$ cat src/rtl/rds_pkg.sv
// Shared types and constants for the reaction-diffusion stencil step.
package rds_pkg;

    localparam int DATA_W = 32;
    localparam int ROW_W  = 10;
    localparam int COL_W  = 6;
    localparam int GAIN_W = 24;
    localparam int CAP_W  = 31;
    localparam int ADDR_W = 5;

    localparam int GRID_ROWS_DEF = 16;
    localparam int GRID_COLS_DEF = 16;

    // Register indexes (byte address / 4)
    localparam logic [2:0] REG_GAIN_X    = 3'd0;
    localparam logic [2:0] REG_GAIN_Y    = 3'd1;
    localparam logic [2:0] REG_RATE      = 3'd2;
    localparam logic [2:0] REG_CAPACITY  = 3'd3;
    localparam logic [2:0] REG_SRC_EN    = 3'd4;
    localparam logic [2:0] REG_SRC_ROW   = 3'd5;
    localparam logic [2:0] REG_SRC_COL   = 3'd6;
    localparam logic [2:0] REG_SRC_VALUE = 3'd7;

    // Reset values of the registers
    localparam logic [GAIN_W-1:0] GAIN_X_RST    = 24'd1678;
    localparam logic [GAIN_W-1:0] GAIN_Y_RST    = 24'd1678;
    localparam logic [GAIN_W-1:0] RATE_RST      = 24'd838861;
    localparam logic [CAP_W-1:0]  CAPACITY_RST  = 31'd20132659;
    localparam logic              SRC_EN_RST    = 1'b1;
    localparam logic [ROW_W-1:0]  SRC_ROW_RST   = 10'd7;
    localparam logic [COL_W-1:0]  SRC_COL_RST   = 6'd7;
    localparam logic [DATA_W-1:0] SRC_VALUE_RST = 32'd33554432;

    // Coefficients handed to the arithmetic pipe
    typedef struct packed {
        logic [GAIN_W-1:0] gain_x;
        logic [GAIN_W-1:0] gain_y;
        logic [GAIN_W-1:0] rate;
        logic [CAP_W-1:0]  capacity;
    } t_coef;

    // Position tag that travels with each cell through the pipe
    typedef struct packed {
        logic [ROW_W-1:0] row;
        logic [COL_W-1:0] col;
        logic             frame_end;
    } t_meta;

endpackage

$ cat src/rtl/rds_cell.sv
// One word of the line-buffer shift chain.
module rds_cell (
    input  logic                        i_clk,
    input  logic                        i_en,
    input  logic [rds_pkg::DATA_W-1:0]  i_d,
    output logic [rds_pkg::DATA_W-1:0]  o_q
);

    logic [rds_pkg::DATA_W-1:0] r_q;

    always_ff @(posedge i_clk) begin
        if (i_en) begin
            r_q <= i_d;
        end
    end

    assign o_q = r_q;

endmodule

$ cat config.mk
export PLATFORM = sky130hd
export DESIGN_NAME = rds_cell
export DESIGN_NICKNAME = d
export VERILOG_FILES = /design/src/rtl/rds_pkg.sv /design/src/rtl/rds_cell.sv
export SDC_FILE = /design/constraint.sdc
export NUM_CORES = 1
export LEC_CHECK = 0
export BUFFER_PORTS_ARGS = -buffer_cell sky130_fd_sc_hd__buf_2
export CORE_ASPECT_RATIO = 1.75
export CORE_UTILIZATION = 35
export CTS_CLUSTER_SIZE = 10
export DETAILED_ROUTE_END_ITERATION = 8
export HOLD_SLACK_MARGIN = 0.1
export PLACE_DENSITY = 0.72
export SYNTH_ARGS = -nofsm -noshare
export SYNTH_HDL_FRONTEND = slang
export SYNTH_SLANG_ARGS = --single-unit
$ cat constraint.sdc
create_clock -name i_clk -period 0.8 [get_ports i_clk]
set_clock_uncertainty 0.15 [all_clocks]
set_input_delay 0.08 -clock i_clk [delete_from_list [all_inputs] [get_ports i_clk]]
set_output_delay 0.08 -clock i_clk [all_outputs]
set_load 0.02 [all_outputs]
# Yosys cells after proc, flatten, opt, wreduce, memory -nomap -nowiden
# Index checks and enable logic that the tools add are counted.
dict set report word_totals {
  regBits 32
  output_inout_bits 32
  word_cells 1
  in_bits 34
}

# Logic depth before layout (Yosys ltp)
dict set report depth {
  ltp_word 0
  depth_mapped 0
  mapped_depth_nobuf 0
}

# Worst setup path after synthesis
# No wires, ideal clock.
dict set report synth_timing {
  path_type {reg-to-output}
  startpoint {register r_q, in the netlist o_q[0]}
  endpoint {output port o_q[0] in the netlist's numbering}
  setup_slack_ns 0.121
  path_stages_with_launch 1
  required_time_ns 0.570
  arrival_ns 0.449
  n_path_buf 0
  cell_sequence {edfxtp_1}
}
# item line
set synth_lines {}
lappend synth_lines {{start, declared} rds_cell.sv:9} ;# logic [rds_pkg::DATA_W-1:0] r_q;
lappend synth_lines {{start signal, assigned} rds_cell.sv:13} ;# r_q <= i_d;
lappend synth_lines {{end, declared} rds_cell.sv:6} ;# output logic [rds_pkg::DATA_W-1:0] o_q
# No word-level cell between the ends.

# Worst setup path after layout
dict set report layout_timing {
  startpoint {register r_q, in the netlist o_q[29]}
  endpoint {output port o_q[29] in the netlist's numbering}
}
# No word-level cell between the ends.

==> out/qor.txt <==
Distinct cells, synth -> 1
Multi-input gate area -> 0 um2
commonest non-fill, non-tap cell in the layout -> buf_2
Die W -> 41.61 um
num rows -> 24
Setup TNS Final -> -7.266 ns
Final Worst Setup Slack -> -0.2673 ns
failing checks -> negative hold slack, negative setup slack
Tmin final -> 1.067 ns
number of max-cap violations -> 0
Yosys warnings -> 0
comb_multi_in -> 0
RSZ-0062 raised after global routing -> true
Total Routing Usage GR -> 0.1320
core area -> 2552 um2
die height -> 71.32 um
Die Area -> 2967 um2
GPL Wtd Cong -> 0.7422
vias -> 610
TritonCTS Sinks -> 32
Mapped Cells -> 32
synthesized cell area -> 960.9 um2
Worst Setup SP -> o_q[29]$_DFFE_PP_
CP Launch Type -> flop
Pre-Repair DR Iteration Count -> 3
Longest Clk Path Bufs -> 2
final period utilization -> 1.334
H-tree depth -> 2
Final Setup Violations -> 32
routed length per placed instance -> 13.21 um
vias in the first global route -> 656
CTS tree -> done
CTS buffer count -> 5
initial antenna violation count -> 0
first-pass GRT wire length -> 2.691 mm
Clock Pin Slew Worst Setup and Hold Paths -> 0.06 ns
Final Hold Viols -> 32
diode count -> 0
Slew @ Worst Pin -> 0.1094 ns
vias per cell -> 4.552
Top Ports -> 66
register area share after synthesis -> 1.000
buffers added on ports -> 65
Yosys reg bits -> 32
status -> finished with violations
fmax -> 937.0 MHz
pre-CTS setup slack -> -0.02393 ns
Crit. End Element -> output pin
Hold Crit Class -> input pin to flop
max reg flops -> 32
placed inst area -> 1354 um2
Crit Path Class -> flop to output pin
Initial Utilization -> 0.3765
final core occ -> 0.6088
Worst setup endpoint -> o_q[29]
Leakage Power -> 0.6729 nW
# nets final -> 141
Synth Net Count -> 66
power per cell area -> 2535 nW/um2
gr ovfl total -> 0
Remaining DRCs -> 0
Initial DRC Count -> 20
cell count along the critical path -> 1
commonest non-fill, non-tap cells in the layout -> buf_2 (50), edfxtp_1 (32), buf_6 (15)
share of cells above drive strength 1 -> 0.6852
CP max-delay cell -> edfxtp_1
Peak supply drop -> 1.957 mV
crit path buf inv count -> 1
DP Wirelength -> 1.368 mm
ANT nets after route -> 0
Post-CTS Setup Inserts -> 0
Post-Route WL -> 1.770 mm
Worst EP arrival -> 0.84 ns
CP peak stage delay -> 0.41 ns
Max-slew headroom -> 0.9270
CP required -> 0.57 ns
max-slew violation count -> 0
family with the most delay on the worst path -> flip-flops
hold_ws -> -0.1713 ns
Syn Area/Cell -> 30.03 um2
fin area -> 1554 um2
worst path cell trace -> buf_6
Area Overhead vs Synth -> 61.72%
CTS Root Cell -> clkbuf_8
Worst Path Max Fanout -> 1
largest net degree at the start of global routing -> 20
how the worst min path moves through the flow:
| stage | start | to | slack, ns | cells past startpoint |
|---|---|---|---|---|
| floorplan | i_d[0] | o_q[0]$_DFFE_PP_ | 0.03 | 0 |
| global placement | i_d[19] | o_q[19]$_DFFE_PP_ | 0.11 | 1 |
| detailed placement | i_d[25] | o_q[25]$_DFFE_PP_ | 0.11 | 1 |
| CTS | i_d[5] | o_q[5]$_DFFE_PP_ | -0.18 | 1 |
| global route | i_d[26] | o_q[26]$_DFFE_PP_ | -0.19 | 1 |
| finish | i_d[26] | o_q[26]$_DFFE_PP_ | -0.17 | 1 |
synthesized netlist by cell type, drive strengths merged:
master   n  area [um2]
edfxtp  32       960.9
repair_timing:
item,CTS,global route
hold endpoints to repair,64,64
gates resized for setup,18,12
endpoints found under the setup margin,32,32
where the power goes:
part | internal, W | switching [W]
clock | 0.000905 | 0.000510
sequential | 0.00200 | 0.0000460
combinational | 0.000223 | 0.000260
total | 0.00312 | 0.000817
per-stage QoR:
stage	power, W	hold WS, ns	instances
finish	0.003939	-0.1713	134
global route	0.004093	-0.1905	134
CTS	0.003957	-0.1817	134
detailed placement	0.002481	0.1081	126
global placement	0.002468	0.1064	126
floorplan	0.002238	0.02887	32
cells by family after synthesis:
logic type,share of synthesized area
DFF,1.000
layout make-up:
type / instances / area, um2
Fill cell: 203 / 998.5
Sequential cell: 32 / 960.9
Timing Repair Buffer: 68 / 454.2
Clock buffer: 5 / 68.82
Clock inverter: 3 / 37.54
Tap cell: 26 / 32.53
routing by layer:
layer / share of wire / track usage
met5: 0 / 0
met4: 0.021 / 0.06452
met3: 0.19 / 0.1058
met2: 0.45 / 0.2066
met1: 0.34 / 0.1206
Power figures use the tool's default switching activity.
